## src/udp_pdt_pkg.sv

```systemverilog
// shared types, codes and defaults for the udp port demux table
package udp_pdt_pkg;

	localparam int TABLE_ENTRIES_DEF = 32;

	localparam int PORT_W = 16;
	localparam int HID_W  = 8;
	localparam int LEN_W  = 15;

	localparam logic [1:0] CMD_OPEN   = 2'd0;
	localparam logic [1:0] CMD_CLOSE  = 2'd1;
	localparam logic [1:0] CMD_LOOKUP = 2'd2;

	typedef enum logic [2:0] {
		ST_OK        = 3'd0,
		ST_BAD_ARG   = 3'd1,
		ST_FULL      = 3'd2,
		ST_DUPLICATE = 3'd3,
		ST_NOT_FOUND = 3'd4
	} status_t;

	typedef struct packed {
		logic             set;
		logic             clr;
		status_t          status;
		logic [HID_W-1:0] found;
	} act_t;

endpackage

```

## src/udp_pdt_cell.sv

```systemverilog
// one table entry: stored port and handler with its own port compare
module udp_pdt_cell (
	input  logic                          clk,
	input  logic                          arst_n,
	input  logic                          wr,
	input  logic                          clr,
	input  logic [udp_pdt_pkg::PORT_W-1:0] wr_port,
	input  logic [udp_pdt_pkg::HID_W-1:0]  wr_handler,
	input  logic [udp_pdt_pkg::PORT_W-1:0] match_port,
	output logic                          valid,
	output logic                          hit,
	output logic [udp_pdt_pkg::HID_W-1:0]  handler
);
	import udp_pdt_pkg::*;

	logic              valid_q;
	logic [PORT_W-1:0] port_q;
	logic [HID_W-1:0]  handler_q;

	always_ff @(posedge clk or negedge arst_n) begin
		if (!arst_n) begin
			valid_q <= 1'b0;
		end else if (wr) begin
			valid_q <= 1'b1;
		end else if (clr) begin
			valid_q <= 1'b0;
		end
	end

	always_ff @(posedge clk) begin
		if (wr) begin
			port_q    <= wr_port;
			handler_q <= wr_handler;
		end
	end

	assign valid   = valid_q;
	assign hit     = valid_q && (port_q == match_port);
	assign handler = handler_q;

endmodule

```

## src/udp_pdt_resolve.sv

```systemverilog
// command decode, free slot pick and result selection
module udp_pdt_resolve #(
	parameter int TABLE_ENTRIES = udp_pdt_pkg::TABLE_ENTRIES_DEF
) (
	input  logic [1:0]                                 cmd,
	input  logic [udp_pdt_pkg::PORT_W-1:0]             port,
	input  logic [udp_pdt_pkg::HID_W-1:0]              handler_id,
	input  logic [udp_pdt_pkg::LEN_W-1:0]              packet_length,
	input  logic [TABLE_ENTRIES-1:0]                   valid_vec,
	input  logic [TABLE_ENTRIES-1:0]                   hit_vec,
	input  logic [TABLE_ENTRIES-1:0][udp_pdt_pkg::HID_W-1:0] handler_vec,
	output logic [TABLE_ENTRIES-1:0]                   free_oh,
	output udp_pdt_pkg::act_t                          act
);
	import udp_pdt_pkg::*;

	logic [TABLE_ENTRIES-1:0] empty_vec;
	logic [HID_W-1:0]         hit_handler;
	logic                     port_zero;
	logic                     full;
	logic                     any_hit;

	// lowest free entry as a one-hot vector
	assign empty_vec = ~valid_vec;
	assign free_oh   = empty_vec & (~empty_vec + TABLE_ENTRIES'(1));

	always_comb begin
		hit_handler = '0;
		for (int i = 0; i < TABLE_ENTRIES; i++) begin
			hit_handler = hit_handler | (handler_vec[i] & {HID_W{hit_vec[i]}});
		end
	end

	assign port_zero = (port == '0);
	assign full      = &valid_vec;
	assign any_hit   = |hit_vec;

	always_comb begin
		act        = '0;
		act.status = ST_BAD_ARG;
		case (cmd)
			CMD_OPEN: begin
				if (!port_zero && handler_id != '0) begin
					if (full) begin
						act.status = ST_FULL;
					end else if (any_hit) begin
						act.status = ST_DUPLICATE;
					end else begin
						act.status = ST_OK;
						act.set    = 1'b1;
					end
				end
			end
			CMD_CLOSE: begin
				if (!port_zero) begin
					if (any_hit) begin
						act.status = ST_OK;
						act.clr    = 1'b1;
					end else begin
						act.status = ST_NOT_FOUND;
					end
				end
			end
			CMD_LOOKUP: begin
				if (!port_zero && packet_length != '0) begin
					if (any_hit) begin
						act.status = ST_OK;
						act.found  = hit_handler;
					end else begin
						act.status = ST_NOT_FOUND;
					end
				end
			end
			default: begin
				act.status = ST_BAD_ARG;
			end
		endcase
	end

endmodule

```

## src/udp_port_demux_table.sv

```systemverilog
// udp port demux table: request register, parallel match table, result register
// a request passes the request register, then the result register; done is high for one cycle
// throughput: one request every cycle, busy stays low; a request sees all earlier updates
// the match over all entries and the lowest free slot pick are combinational, between the request and result registers
// reset clears every entry at once and drops any request in flight; no result after reset until a request
// done is a one-cycle strobe, the receiver has no way to stall it
module udp_port_demux_table #(
	parameter int TABLE_ENTRIES = udp_pdt_pkg::TABLE_ENTRIES_DEF
) (
	input  logic                           clk,
	input  logic                           arst_n,
	input  logic                           start,
	output logic                           busy,
	input  logic [1:0]                     cmd,
	input  logic [udp_pdt_pkg::PORT_W-1:0] port,
	input  logic [udp_pdt_pkg::HID_W-1:0]  handler_id,
	input  logic [udp_pdt_pkg::LEN_W-1:0]  packet_length,
	output logic                           done,
	output logic                           success,
	output logic [2:0]                     status,
	output logic [udp_pdt_pkg::HID_W-1:0]  found_handler
);
	import udp_pdt_pkg::*;

	logic              vld_s1;
	logic [1:0]        cmd_s1;
	logic [PORT_W-1:0] port_s1;
	logic [HID_W-1:0]  hid_s1;
	logic [LEN_W-1:0]  len_s1;

	logic                                done_q;
	logic                                success_q;
	status_t                             status_q;
	logic [HID_W-1:0]                    found_q;

	logic [TABLE_ENTRIES-1:0]            valid_vec;
	logic [TABLE_ENTRIES-1:0]            hit_vec;
	logic [TABLE_ENTRIES-1:0]            free_oh;
	logic [TABLE_ENTRIES-1:0][HID_W-1:0] handler_vec;
	act_t                                act;

	assign busy = 1'b0;

	// request register
	always_ff @(posedge clk or negedge arst_n) begin
		if (!arst_n) begin
			vld_s1 <= 1'b0;
		end else begin
			vld_s1 <= start && !busy;
		end
	end

	always_ff @(posedge clk) begin
		if (start && !busy) begin
			cmd_s1  <= cmd;
			port_s1 <= port;
			hid_s1  <= handler_id;
			len_s1  <= packet_length;
		end
	end

	for (genvar i = 0; i < TABLE_ENTRIES; i++) begin : g_cell
		udp_pdt_cell u_cell (
			.clk        (clk),
			.arst_n     (arst_n),
			.wr         (vld_s1 && act.set && free_oh[i]),
			.clr        (vld_s1 && act.clr && hit_vec[i]),
			.wr_port    (port_s1),
			.wr_handler (hid_s1),
			.match_port (port_s1),
			.valid      (valid_vec[i]),
			.hit        (hit_vec[i]),
			.handler    (handler_vec[i])
		);
	end

	udp_pdt_resolve #(
		.TABLE_ENTRIES (TABLE_ENTRIES)
	) u_resolve (
		.cmd           (cmd_s1),
		.port          (port_s1),
		.handler_id    (hid_s1),
		.packet_length (len_s1),
		.valid_vec     (valid_vec),
		.hit_vec       (hit_vec),
		.handler_vec   (handler_vec),
		.free_oh       (free_oh),
		.act           (act)
	);

	// result register
	always_ff @(posedge clk or negedge arst_n) begin
		if (!arst_n) begin
			done_q <= 1'b0;
		end else begin
			done_q <= vld_s1;
		end
	end

	always_ff @(posedge clk) begin
		if (vld_s1) begin
			success_q <= (act.status == ST_OK);
			status_q  <= act.status;
			found_q   <= act.found;
		end
	end

	assign done          = done_q;
	assign success       = success_q;
	assign status        = status_q;
	assign found_handler = found_q;

	// a port is held by at most one entry
	a_single_hit: assert property (@(posedge clk) disable iff (!arst_n)
		$onehot0(hit_vec))
		else $error("port matches more than one entry");

	a_success_ok: assert property (@(posedge clk) disable iff (!arst_n)
		done |-> (success == (status == ST_OK)))
		else $error("success disagrees with status");

	a_found_zero: assert property (@(posedge clk) disable iff (!arst_n)
		(done && !success) |-> (found_handler == '0))
		else $error("handler reported on a failed request");

	a_open_fills: assert property (@(posedge clk) disable iff (!arst_n)
		(vld_s1 && act.set) |=> ($countones(valid_vec) == $past($countones(valid_vec)) + 1))
		else $error("open did not take exactly one free entry");

endmodule
```

## config.mk

```make
export PLATFORM = sky130hd
export DESIGN_NAME = udp_port_demux_table
export DESIGN_NICKNAME = d
export VERILOG_FILES = /design/src/udp_pdt_pkg.sv /design/src/udp_pdt_cell.sv /design/src/udp_pdt_resolve.sv /design/src/udp_port_demux_table.sv
export SDC_FILE = /design/constraint.sdc
export NUM_CORES = 1
export LEC_CHECK = 0
export BUFFER_PORTS_ARGS = -buffer_cell sky130_fd_sc_hd__buf_2
export CAP_MARGIN = 10
export CORE_MARGIN = 3
export CORE_UTILIZATION = 38
export CTS_BUF_LIST = sky130_fd_sc_hd__clkbuf_16
export DETAILED_ROUTE_END_ITERATION = 16
export SKIP_LAST_GASP = 1
export SYNTH_ARGS = -nofsm -noshare
export SYNTH_HDL_FRONTEND = slang
export SYNTH_SLANG_ARGS = --single-unit
export TNS_END_PERCENT = 1
```

## constraint.sdc

```tcl
create_clock -name clk -period 5.5 [get_ports clk]
set_input_delay 1.65 -clock clk [delete_from_list [all_inputs] [get_ports clk]]
set_output_delay 1.65 -clock clk [all_outputs]
set_load 0.02 [all_outputs]
```

# Word-level counts from Yosys, hierarchy flattened
# Index checks and enable logic that the tools add are counted.
# totals
register_bits,855
output_inout_bits,14
wordCells,425
# op_classes
addsub,1
eq_ne,34
n_mux,78
bitwise_logic,66
n_reduce_logical,141
# ops
op,n
16-bit == test,32
8-bit bitwise AND,32
8-bit bitwise OR,31
1-bit logical AND,100
1-bit two-way mux,70
32-bit inverter,2
2-bit nonzero test,32
"32-bit by 1-bit adder with 32-bit output, second input constant",1
32-bit bitwise AND,1
32-bit AND reduction,1
32-bit OR reduction,1
16-bit logical NOT,1
15-bit nonzero test,1
11-bit two-way mux,1
3-bit two-way mux,3
3-bit case mux with 3 select lines,1
8-bit two-way mux,1
8-bit nonzero test,1
4-bit two-way mux,1
3-bit logical NOT,1
3-bit AND reduction,1
"2-bit by 1-bit == test with 1-bit output, second input constant",1
"2-bit == test, second input constant",1
2-bit logical NOT,1
other kinds (2),2

# Depth between registers and ports, before layout
# depth
word_depth,38
mapped_depth,12
depth_no_buf,8

# Cells and area by module
# Synthesis repeated with hierarchy kept, for this count alone.
# hier_totals
hier_cells,2035
hier_area_um2,34236.6
# modules_own_cells
mod,n_inst,cells_each,area_per_inst_um2
udp_pdt_cell,32,49,938.4
udp_port_demux_table,1,134,2147.1
udp_pdt_resolve,1,333,2060.7

# Least setup slack after synthesis
# OpenSTA, ideal clock, no wires.
# synth_timing
path_kind,register to register
startpoint,register port_s1[2]
endpoint,register g_cell[3].u_cell.handler_q[0] (enable)
arrival_time_ns,4.797
required_ns,5.034
setup_slack_ns,0.237
stages_incl_launch_ff,12
path_buffers,4
synth_period_minus_slack_ns,5.263
cell_sequence,edfxtp_1 > buf_4 > buf_6 > xor2_1 > nor3_1 > nand4_1 > o22ai_1 > nor4_1 > nand4_2 > buf_2 > buf_2 > nor4_1
# synth_between
elab_chain_len,9
# synth_rtl
item,line,text
"start, declared",udp_port_demux_table.sv:27,logic [PORT_W-1:0] port_s1;
"start signal, assigned",udp_port_demux_table.sv:56,port_s1 <= port;
16-bit == test,udp_pdt_cell.sv:38,assign hit = valid_q && (port_q == match_port);
1-bit logical AND,udp_pdt_cell.sv:38,
32-bit OR reduction,udp_pdt_resolve.sv:36,assign any_hit = |hit_vec;
1-bit two-way mux,udp_pdt_resolve.sv:46,end else if (any_hit) begin
1-bit two-way mux,udp_pdt_resolve.sv:44,if (full) begin
1-bit two-way mux (*),udp_pdt_resolve.sv:43,if (!port_zero && handler_id != '0) begin
1-bit two-way mux (*),udp_pdt_resolve.sv:41,case (cmd)
1-bit logical AND (*) (2 in series),udp_port_demux_table.sv:66,".wr (vld_s1 && act.set && free_oh[i]),"
named net g_cell[3].u_cell.wr,udp_pdt_cell.sv:5,"input logic wr,"
"end signal, assigned",udp_pdt_cell.sv:33,handler_q <= wr_handler;
"end, declared",udp_pdt_cell.sv:18,logic [HID_W-1:0] handler_q;
# Mark *: on every way through the listed nets, which the timed path passes. The rest lies on a longest branch.
# A chain may end at the register's enable or synchronous reset.

# Final worst setup path
# layout_timing
startpoint,register port_s1[7]
endpoint,register g_cell[0].u_cell.port_q[2] (enable)
# layout_between
elab_chain_len,9
# layout_rtl
item,line,text
16-bit == test,udp_pdt_cell.sv:38,
1-bit logical AND,udp_pdt_cell.sv:38,
32-bit OR reduction,udp_pdt_resolve.sv:36,
1-bit two-way mux,udp_pdt_resolve.sv:46,
1-bit two-way mux,udp_pdt_resolve.sv:44,
1-bit two-way mux (*),udp_pdt_resolve.sv:43,
1-bit two-way mux (*),udp_pdt_resolve.sv:41,
1-bit logical AND (*) (2 in series),udp_port_demux_table.sv:66,
named net g_cell[0].u_cell.wr,udp_pdt_cell.sv:5,
"end signal, assigned",udp_pdt_cell.sv:32,port_q <= wr_port;
"end, declared",udp_pdt_cell.sv:17,logic [PORT_W-1:0] port_q;
# Marked as above.

==> results.sh <==
export IMPL_status="completed"
export IMPL_critical_path_top_delay_family="simple AND/OR/NAND/NOR gates"
export IMPL_htreeDepth=3
export IMPL_synthTopCellsByArea="edfxtp_1 71%, xor2_1 9.9%, xnor2_1 3.1%"
export IMPL_path_class="reg -> reg"
export IMPL_regArea_sq_um=25500
export IMPL_rrSetupSlack_ns=0.98
export IMPL_async_flop_share=0.03977
export IMPL_internal_power_mw=11.00
export IMPL_yosysTopAreaCellShare=0.7136
export IMPL_maxSlewHeadroom=0.1653
export IMPL_drv_slew=0
export IMPL_core_area_sq_um=89330
export IMPL_setup_viol=0
export IMPL_vias=18770
export IMPL_synthDistinctLibCells=41
export IMPL_yosysTopAreaCell="edfxtp_1"
export IMPL_cts_sinks=855
export IMPL_hold_start="g_cell[30].u_cell.valid"
export IMPL_seq_area_frac_synth=0.7382
export IMPL_avgSynthCellArea_sq_um=16.45
export IMPL_met2_usage=0.2932
export IMPL_cts_setup_buffers=0
export IMPL_period_share=0.8217
export IMPL_setup_tns_ns=0
export IMPL_whs_path_depth=2
export IMPL_fp_dieW_um=307.5
export IMPL_grt_pass1_wl_mm=126.6
export IMPL_r2r_start="port_s1[7]"
export IMPL_crit_slowest_cell="nor2_2"
export IMPL_port_buffers=56
export IMPL_area_growth_pct=14.73
export IMPL_cts_buffers=88
export IMPL_dieArea_sq_um=94570
export IMPL_globalRouteMet1Util=0.2460
export IMPL_syn_nets=2144
export IMPL_fin_crit_ns=4.519
export IMPL_worstHoldEndpoint="g_cell[30].u_cell.valid"
export IMPL_reg2regPathDepth=11
export IMPL_grt_ovfl_total=0
export IMPL_start_util=0.3867
export IMPL_antenna_found_initial=0
export IMPL_clk_pin_slew_ns=0.06
export IMPL_skew_ns=0.02787
export IMPL_synth_edf_count=821
export IMPL_netSwitchingPower_mw=3.107
export IMPL_fp_dieH_um=307.5
export IMPL_power_density_nw_per_um2=356.0
export IMPL_rsz0062_at_grt="false"
export IMPL_crit_chain="buf_12 -> buf_4 -> xor2_1 -> nor3_1 -> nand4_1 -> o22ai_1 -> nor4_2 -> nand4_2 -> buf_4 -> nand2b_1 -> nor2_2"
export IMPL_first_global_vias=18820
export IMPL_rows=109
export IMPL_vdd_ir_drop_worst_mv=0.2244
export IMPL_cts_resized_gates=0
export IMPL_cp_end_kind="register"
export IMPL_drive_gt1_frac=0.1408
export IMPL_globalRouteMet3Util=0.03342
export IMPL_path_buf_inv=3
export IMPL_p_leak_nw=13.24
export IMPL_synthFlopType="edfxtp_1"
export IMPL_syn_cell_area_sq_um=34550
export IMPL_clockBufferDepth=3
export IMPL_antenna_left=0
export IMPL_wirelength_mm=85.81
export IMPL_required_ns=5.74
export IMPL_hold_path_class="reg -> reg"
export IMPL_p_total_mw=14.11
export IMPL_worst_skew_pair_late_latency_ns=0.65
export IMPL_track_usage=0.1807
export IMPL_start_kind="register"
export IMPL_cpMostUsedCell="buf_4"
export IMPL_p_sw_frac=0.2202
export IMPL_wl_per_cell_um=24.46
export IMPL_cts_root_buf="clkbuf_16"
export IMPL_worst_hold_slack_ns=0.5800
export IMPL_critPathMaxFanout=35
export IMPL_grt_start_max_net_pins=66
export IMPL_critPathMaxStageDelay_ns=0.96
export IMPL_fillerInstances=7694
export IMPL_via_per_inst=5.350
export IMPL_synth_seq_cells=855
export IMPL_pwr_share_clk=0.422
export IMPL_nNetsFinal=2312
export IMPL_layout_common_cells="821 x edfxtp_1, 391 x xor2_1, 135 x a22oi_1, 121 x xnor2_1, 114 x nor4_1"
export IMPL_dp_hpwl_mm=50.80
export IMPL_io_pins=58
export IMPL_dr_pass1_iters=6
export IMPL_p_seq_frac=0.520
export IMPL_arrival_ns=4.76
export IMPL_power_frac_comb=0.057
export IMPL_layout_commonest_cell="edfxtp_1"
export IMPL_gp_congestion=0.8535
export IMPL_antennaDiodeCount=0
export IMPL_busiest_layer="met2"
export IMPL_drc=0
export IMPL_maxCapViolations=0
export IMPL_dr_first_iter_drc_count=2065
export IMPL_tritoncts="yes"
export IMPL_max_freq_mhz=221.3
export IMPL_multi_input_area_sq_um=8429
export IMPL_hold_buffers=0
export IMPL_netlist_instances=2100
export IMPL_worstMarginPinSlew_ns=1.247
export IMPL_reg2reg_to="g_cell[0].u_cell.port_q[2]"
export IMPL_ys_warn_count=0
export IMPL_hold_viol=0
-- final cells by class --
type	instances	share of cell area
multi-input cells	1146	0.2127
flip-flops and latches	855	0.6435
clock buffers	89	0.05619
well taps	1165	0.03678
repair buffers	165	0.03277
clock inverters	76	0.01701
inverters	12	0.001136
-- state kept, by name (all words and copies together) (netlist names) --
register,count
len_s1,15
status,3
g_cell.u_cell.port_q,512
hid_s1,8
vld_s1,1
port_s1,16
cmd_s1,2
done,1
g_cell.u_cell.valid,32
success,1
g_cell.u_cell.handler,256
found_handler,8
-- how the worst max path moves through the flow --
stage	slack (ns)	depth (start not counted)	end	start
2_1_floorplan	0.24	11	g_cell[3].u_cell.handler[0]	port_s1[2]
3_3_place_gp	1.11	11	g_cell[0].u_cell.port_q[2]	port_s1[7]
3_5_place_dp	0.98	11	g_cell[0].u_cell.port_q[1]	port_s1[7]
4_1_cts	0.96	11	g_cell[0].u_cell.port_q[2]	port_s1[7]
5_1_grt	0.64	11	g_cell[0].u_cell.handler[4]	port_s1[7]
6_report	0.98	11	g_cell[0].u_cell.port_q[2]	port_s1[7]
-- worst reg2reg max path: stages, from the launching register on --
cell      delay (ns)
edfxtp_1        0.64
buf_12          0.29
buf_4           0.28
xor2_1          0.17
nor3_1          0.07
nand4_1         0.15
o22ai_1         0.12
nor4_2          0.61
nand4_2         0.19
buf_4           0.31
nand2b_1        0.32
nor2_2          0.96
-- power groups by stage --
stage | logic (mW) | clock network, mW | registers (mW)
after floorplan | 0.470 | 0 | 7.52
after global placement | 0.805 | 0 | 7.47
after detailed placement | 0.820 | 0 | 7.48
after CTS | 0.822 | 6.06 | 7.34
after global routing | 0.879 | 6.32 | 7.35
final | 0.810 | 5.96 | 7.34
-- cell usage after synthesis, types with 14 or more instances --
cell type	instances
a22oi_1	135
buf_6	39
dfrtp_1	34
a2bb2oi_1	22
nor4_1	131
buf_4	26
nor2_1	42
edfxtp_1	821
xnor2_1	121
xor2_1	391
nand3_1	21
nor3_1	50
and2_1	14
nand4_1	49
nand2_1	108
-- through the flow --
| stage | setup WS (ns) | area [sq um] | utilization | std cells |
|---|---|---|---|---|
| after global routing | 0.6379 | 39640 | 0.4437 | 3508 |
| after detailed placement | 0.9754 | 36740 | 0.4112 | 3343 |
| after floorplan | 0.2373 | 34550 | - | 2100 |
| after global placement | 1.106 | 36740 | 0.4112 | 3343 |
| final | 0.9805 | 39640 | 0.4437 | 3508 |
| after CTS | 0.9557 | 39640 | 0.4437 | 3508 |
-- layer usage --
metal  routed length [um]  up-vias  share of wire
li1                     -     8322              -
met1                36260     9557           0.42
met2                40940      735           0.48
met3                 5964      155          0.070
met4                 2640        0          0.031
met5                    0        -              0
-- cell families (layout without fill, tap and decap cells) --
family                    count (synthesis)  after routing  synth area share
buffers and inverters                    99            342           0.02238
AOI/OAI and AO/OA                       191            191           0.04161
muxes                                     1              1         0.0002897
xor gates and xnor gates                512            512            0.1298
and+or+nand+nor                         441            441           0.06758
other                                     1              1         0.0001085
DFF                                     855            855            0.7382
Note: power is estimated with default switching activity, not from simulation.
